<file path="config.mk">
export PLATFORM = sky130hd
export DESIGN_NAME = nps_ctrl
export DESIGN_NICKNAME = d
export VERILOG_FILES = /design/src/nps_pkg.sv /design/src/nps_ctrl.sv
export SDC_FILE = /design/constraint.sdc
export NUM_CORES = 1
export LEC_CHECK = 0
export BUFFER_PORTS_ARGS = -buffer_cell sky130_fd_sc_hd__buf_2
export CORE_AREA = 2 2 39 41
export CTS_CLUSTER_DIAMETER = 80
export DETAILED_ROUTE_END_ITERATION = 7
export DIE_AREA = 0 0 41 43
export PLACE_DENSITY = 0.65
export SYNTH_ARGS = -nofsm -noshare
export SYNTH_HDL_FRONTEND = slang
export SYNTH_SLANG_ARGS = --single-unit
</file>
<file path="constraint.sdc">
create_clock -name clk -period 1.51 [get_ports clk]
set_clock_uncertainty 0.15 [all_clocks]
set_input_delay 0.0755 -clock clk [delete_from_list [all_inputs] [get_ports clk]]
set_output_delay 0.0755 -clock clk [all_outputs]
set_load 0.02 [all_outputs]
</file>
<file path="src/nps_pkg.sv">
`timescale 1ns / 1ps
// ----------------------------------------------------------------------------
// nps_pkg
// Shared types and constants for the nearest point search block: request and
// response payloads, command codes and the controller/datapath interface.
// ----------------------------------------------------------------------------
package nps_pkg;

    // Request command codes
    localparam logic CMD_LOAD  = 1'b0;
    localparam logic CMD_QUERY = 1'b1;

    // Table slots that the 8-bit slot field can reach
    localparam int SLOT_FIELD_DEPTH = 256;

    // Cycles from the last table read until the best candidate is final
    localparam int DRAIN_CYCLES = 3;

    // Request payload
    typedef struct packed {
        logic               cmd;
        logic [7:0]         slot;
        logic signed [31:0] pos_x;
        logic signed [31:0] pos_y;
    } nps_req_t;

    // Response payload
    typedef struct packed {
        logic        found;
        logic [7:0]  nearest_slot;
        logic [63:0] distance_squared;
    } nps_rsp_t;

    // Controller to datapath commands
    typedef struct packed {
        logic load_wr;      // write request point into its slot
        logic query_start;  // latch query position, clear best, rewind scan
        logic scan_en;      // read one slot and advance the scan index
        logic out_load;     // capture the best candidate into the output reg
    } nps_cmd_t;

    // Datapath to controller status
    typedef struct packed {
        logic scan_last;    // scan index sits on the last table slot
    } nps_status_t;

endpackage

</file>
<file path="src/nps_ctrl.sv">
`timescale 1ns / 1ps
// ----------------------------------------------------------------------------
// nps_ctrl
// Sequencer for the search: accepts loads and queries when idle, steps the
// scan through the table, waits for the datapath pipeline to drain and
// hands the result to the output register.
// ----------------------------------------------------------------------------
module nps_ctrl
    import nps_pkg::*;
(
    input  logic        clk,
    input  logic        rst_n,
    input  logic        req_valid,
    input  logic        req_cmd,
    output logic        req_stall,
    output logic        rsp_valid,
    input  logic        rsp_stall,
    input  nps_status_t status,
    output nps_cmd_t    cmd
);

    typedef enum logic [3:0] {
        ST_IDLE   = 4'b0001,
        ST_SCAN   = 4'b0010,
        ST_DRAIN  = 4'b0100,
        ST_FINISH = 4'b1000
    } state_t;

    state_t     state_reg, state_next;
    logic [1:0] drain_cnt_reg, drain_cnt_next;
    logic       rsp_valid_reg, rsp_valid_next;
    logic       req_xfer;
    logic       out_free;

    assign req_stall = (state_reg != ST_IDLE);
    assign req_xfer  = req_valid && !req_stall;
    assign out_free  = !rsp_valid_reg || !rsp_stall;
    assign rsp_valid = rsp_valid_reg;

    // Next state and commands
    always_comb
    begin
        state_next      = state_reg;
        drain_cnt_next  = drain_cnt_reg;
        cmd             = '0;
        unique case (state_reg)
            ST_IDLE:
            begin
                if (req_xfer && req_cmd == CMD_LOAD)
                begin
                    cmd.load_wr = 1'b1;
                end
                else if (req_xfer && req_cmd == CMD_QUERY)
                begin
                    cmd.query_start = 1'b1;
                    state_next      = ST_SCAN;
                end
            end
            ST_SCAN:
            begin
                cmd.scan_en = 1'b1;
                if (status.scan_last)
                begin
                    drain_cnt_next = '0;
                    state_next     = ST_DRAIN;
                end
            end
            ST_DRAIN:
            begin
                if (drain_cnt_reg == 2'(DRAIN_CYCLES - 1))
                begin
                    state_next = ST_FINISH;
                end
                else
                begin
                    drain_cnt_next = drain_cnt_reg + 2'd1;
                end
            end
            ST_FINISH:
            begin
                if (out_free)
                begin
                    cmd.out_load = 1'b1;
                    state_next   = ST_IDLE;
                end
            end
            default:
            begin
                state_next = ST_IDLE;
            end
        endcase
    end

    // Output valid: set on capture, cleared by a transfer
    always_comb
    begin
        if (cmd.out_load)
        begin
            rsp_valid_next = 1'b1;
        end
        else if (rsp_valid_reg && !rsp_stall)
        begin
            rsp_valid_next = 1'b0;
        end
        else
        begin
            rsp_valid_next = rsp_valid_reg;
        end
    end

    always_ff @(posedge clk or negedge rst_n)
    begin
        if (!rst_n)
        begin
            state_reg     <= ST_IDLE;
            drain_cnt_reg <= '0;
            rsp_valid_reg <= 1'b0;
        end
        else
        begin
            state_reg     <= state_next;
            drain_cnt_reg <= drain_cnt_next;
            rsp_valid_reg <= rsp_valid_next;
        end
    end

endmodule

</file>
==> impl_metrics.xml <==
<?xml version="1.0" encoding="UTF-8"?>
<metrics>
  <group name="route">
    <metric name="via_per_inst" unit="">5.07</metric>
    <metric name="drt-wirelength-per-cell" unit="µm">12.3</metric>
    <metric name="drt_pass1_iterations" unit="">5</metric>
    <metric name="drt_drc_violations_left" unit="">0</metric>
    <metric name="wirelength" unit="µm">1030</metric>
    <metric name="post_route_antenna_net_violation_count" unit="">0</metric>
    <metric name="vias" unit="">426</metric>
    <metric name="detailedRoute.firstIterationViolations" unit="">12</metric>
  </group>
  <group name="die">
    <metric name="die-height" unit="µm">43</metric>
    <metric name="die_x" unit="µm">41</metric>
    <metric name="fp.coreArea" unit="µm²">1380</metric>
    <metric name="pin_count" unit="">12</metric>
    <metric name="number_of_core_rows" unit="">14</metric>
    <metric name="starting_density" unit="%">30.4</metric>
    <metric name="die_area" unit="µm²">1760</metric>
  </group>
  <group name="place">
    <metric name="weighted_congestion_reported_at_the_end_of_routability_driven_placement" unit="">0.702</metric>
    <metric name="port_buffers" unit="">11</metric>
    <metric name="dp_slack" unit="ns">-0.0657</metric>
    <metric name="dpl.hpwl" unit="µm">647</metric>
  </group>
  <group name="sta">
    <metric name="final_period_minus_worst_setup_slack" unit="ns">1.82</metric>
    <metric name="max_slew_violation_count" unit="">0</metric>
    <metric name="setup_violations" unit="">6</metric>
    <metric name="worst_tran_pin_value" unit="ns">0.235</metric>
    <metric name="timing.fmax" unit="MHz">551</metric>
    <metric name="setup_repair_after_global_routing_missed_its_margin" unit="">true</metric>
    <metric name="layout_setup_ws" unit="ns">-0.305</metric>
    <metric name="final_min_period_over_clock_period" unit="%">120</metric>
    <metric name="report.final.hold_viol_count" unit="">0</metric>
    <metric name="max-slew-margin-rel" unit="%">84.2</metric>
  </group>
  <group name="worst_setup_path">
    <metric name="worst-path-max-fanout" unit="">3</metric>
    <metric name="crit_required" unit="ns">1.28</metric>
    <metric name="worst-r2r-cell-count" unit="">5</metric>
    <metric name="cp_num_cells" unit="">3</metric>
    <metric name="crit_family" unit="">simple AND/OR/NAND/NOR gates</metric>
    <metric name="worst_path_largest_cell_delay" unit="ns">0.52</metric>
    <metric name="timing.setup.critical_path_class" unit="">register to primary output</metric>
    <metric name="worst_ep_arrival_time" unit="ns">1.59</metric>
    <metric name="cp-start-kind" unit="">register</metric>
    <metric name="critPathBufInv" unit="">1</metric>
    <metric name="worstPathCellList" unit="">or4b_4, nor3b_4, buf_6</metric>
    <metric name="slowest_stage" unit="">sky130_fd_sc_hd__dfstp_2</metric>
    <metric name="crit_path_end_kind" unit="">primary output</metric>
  </group>
  <group name="layout">
    <metric name="drive_gt1_share" unit="%">54.4</metric>
    <metric name="num_antenna_cells" unit="">0</metric>
    <metric name="fillers" unit="">129</metric>
    <metric name="final_net_count" unit="">76</metric>
    <metric name="largest_register_ff_count" unit="">4</metric>
    <metric name="area_growth_syn_to_layout" unit="%">61.3</metric>
    <metric name="layout.core_utilization" unit="%">49.0</metric>
  </group>
  <group name="clock_tree">
    <metric name="cts_inserted_buffers" unit="">3</metric>
    <metric name="clk_latency" unit="ns">0.25</metric>
    <metric name="clk_sinks" unit="">7</metric>
    <metric name="tritoncts" unit="">built</metric>
    <metric name="ctsHtreeMaxLevel" unit="">1</metric>
    <metric name="cts.reportedPaths.clkPinSlew" unit="ns">0.05</metric>
    <metric name="clockRootBuffer" unit="">sky130_fd_sc_hd__clkbuf_4</metric>
    <metric name="cts_buffer_depth" unit="">2</metric>
  </group>
  <group name="hold_path">
    <metric name="hold_path.class" unit="">input port to asynchronous set/reset pin</metric>
  </group>
  <group name="outcome">
    <metric name="status" unit="">complete, but fails checks</metric>
    <metric name="violations" unit="">negative setup slack</metric>
  </group>
  <group name="logic_synthesis">
    <metric name="synth.lib_cells_used.distinct" unit="">25</metric>
    <metric name="syn-instance-count" unit="">43</metric>
    <metric name="parity_gate_share_of_the_synthesized_area_counting_xor_and_xnor_cells" unit="%">0</metric>
    <metric name="synthDominantCellAreaShare" unit="%">35.7</metric>
    <metric name="yosys.area_share.simple" unit="%">30.7</metric>
    <metric name="synthesized_area_fraction_occupied_by_ao_oa_aoi_and_oai_cells" unit="%">10.1</metric>
    <metric name="post_synth_main_area_contributors" unit="">sky130_fd_sc_hd__dfrtp_1 (36%), sky130_fd_sc_hd__dfstp_2 (6.3%), sky130_fd_sc_hd__mux2_1 (5.4%)</metric>
    <metric name="synth.ff_latch_count" unit="">7</metric>
    <metric name="synth.avg_cell_area" unit="µm²">9.78</metric>
    <metric name="post_synth_instance_area" unit="µm²">420</metric>
    <metric name="number_of_warnings_reported_in_the_yosys_synthesis_log" unit="">0</metric>
    <metric name="largest_family_of_logic_cells_by_synthesized_area" unit="">simple AND/OR/NAND/NOR gates</metric>
    <metric name="syn-num-nets" unit="">50</metric>
    <metric name="synthAdderAreaFrac" unit="%">2.98</metric>
    <metric name="netlist.top_cell.by_area" unit="">sky130_fd_sc_hd__dfrtp_1</metric>
    <metric name="yosys-mux-area-fraction" unit="%">5.36</metric>
    <metric name="sequential_cell_area_fraction_in_the_yosys_report" unit="%">42.0</metric>
  </group>
  <group name="global_route">
    <metric name="grt_max_degree" unit="">10</metric>
    <metric name="overflow" unit="">0</metric>
    <metric name="grt_total_usage" unit="%">13.3</metric>
    <metric name="grt_first_pass_wirelength" unit="µm">1480</metric>
    <metric name="antenna_found_initial" unit="">0</metric>
    <metric name="grt_pass1_vias" unit="">378</metric>
  </group>
  <group name="power_and_ir_drop">
    <metric name="clock_power_share" unit="%">33.4</metric>
    <metric name="p_seq_share" unit="%">39.9</metric>
    <metric name="peakVddDrop" unit="mV">0.395</metric>
    <metric name="power.density_cell_area" unit="nW/µm²">744</metric>
    <metric name="p_comb_share" unit="%">26.7</metric>
    <metric name="cellLeakagePower" unit="nW">0.338</metric>
    <metric name="cellInternalPower" unit="mW">0.367</metric>
    <metric name="power.net_switching" unit="mW">0.138</metric>
    <metric name="swShare" unit="%">27.3</metric>
  </group>
  <group name="flow_run">
    <metric name="maxCapViolations" unit="">0</metric>
  </group>
</metrics>
through the flow:
stage	instances	cell area [µm²]	TNS [ns]	hold slack, ns	power [mW]
after floorplan	43	429	-0.122	-0.370	0.261
after global placement	73	523	-0.0413	-0.236	0.297
after detailed placement	73	523	-0.0924	-0.231	0.299
after CTS	83	644	-0.878	0.0417	0.503
after global routing	84	678	-1.22	0.0706	0.534
final	84	678	-0.923	0.0377	0.504
power groups by stage:
stage	combinational, mW	sequential, mW	clock, mW
after floorplan	0.0549	0.206	0
after global placement	0.0925	0.204	0
after detailed placement	0.0942	0.205	0
after CTS	0.125	0.201	0.177
after global routing	0.144	0.202	0.188
final	0.135	0.201	0.169
cells in the final DEF, fill, tap and decap left out, types with 2 or more instances in the layout:
cell type and instances:
sky130_fd_sc_hd__buf_6 4, sky130_fd_sc_hd__buf_2 7, sky130_fd_sc_hd__clkbuf_4 3, sky130_fd_sc_hd__dlygate4sd3_1 3
sky130_fd_sc_hd__nor2_1 2, sky130_fd_sc_hd__dfrtp_1 6, sky130_fd_sc_hd__nand4b_1 2, sky130_fd_sc_hd__mux2_1 2
sky130_fd_sc_hd__or4b_4 2, sky130_fd_sc_hd__nor2_2 2, sky130_fd_sc_hd__inv_1 3, sky130_fd_sc_hd__buf_4 10
sky130_fd_sc_hd__nand2_1 3
final cells by class:
class	instances	area, µm²	area share, %
Multi-Input combinational cell	30	259	38.2
Timing Repair Buffer	24	185	27.3
Sequential cell	7	176	26.0
Clock buffer	4	26.3	3.87
Tap cell	16	20.0	2.95
Inverter	3	11.3	1.66
metal layers:
layer	global-route usage, %	up-vias	routed length, µm	share of wire (%)
li1	-	202	-	-
met1	12.5	207	425	41
met2	22.5	13	554	54
met3	3.14	4	31	3.0
met4	10.0	0	18	1.7
met5	0	-	0	0
cell usage after synthesis (all sizes together):
cell type / n
o21a: 1
or4b: 2
a21oi: 2
mux2: 2
nand2b: 1
a21boi: 1
nor2: 5
buf: 3
inv: 3
nand4b: 2
dfrtp: 6
nor3b: 2
ha: 1
a211oi: 1
nand3: 1
nor3: 2
nand3b: 1
dfstp: 1
and3b: 1
nand2: 3
o21ai: 2
worst paths after layout:
kind / from / to / slack [ns]
worst min register to register: drain_cnt_reg[1] / drain_cnt_reg[1] / 0.36
worst max register to register: state_reg[1] / drain_cnt_reg[0] / -0.10
worst max-delay path: state_reg[0] / cmd[3] / -0.31
worst min-delay path: rst_n / state_reg[3] / 0.04
max in group asynchronous: rst_n / state_reg[0] / 0.94
min in group clk: req_valid / state_reg[1] / 0.11
cells by family (layout without fill, tap and decap cells):
family,after synthesis,count (layout)
and+or+nand+nor,20,20
AOI/OAI and AO/OA,7,7
DFF,7,7
buffers and inverters,6,31
muxes,2,2
adders and majority gates,1,1
worst register-to-register path, delay by kind of cell (launching register included):
kind	cells	cell delay [ns]
AND/OR/NAND/NOR	2	0.65
flip-flops	1	0.39
buffers and inverters	2	0.25
multiplexers	1	0.12
repair_timing:
item | in CTS | in global routing
hold buffers | 3 | 0
hold endpoints to repair | 9 | 0
pin swaps | 3 | 1
endpoints found under the setup margin | 6 | 7
buffers inserted | 3 | 1
resized for setup | 12 | 6
No activity file was read; power rests on OpenSTA's default activity.
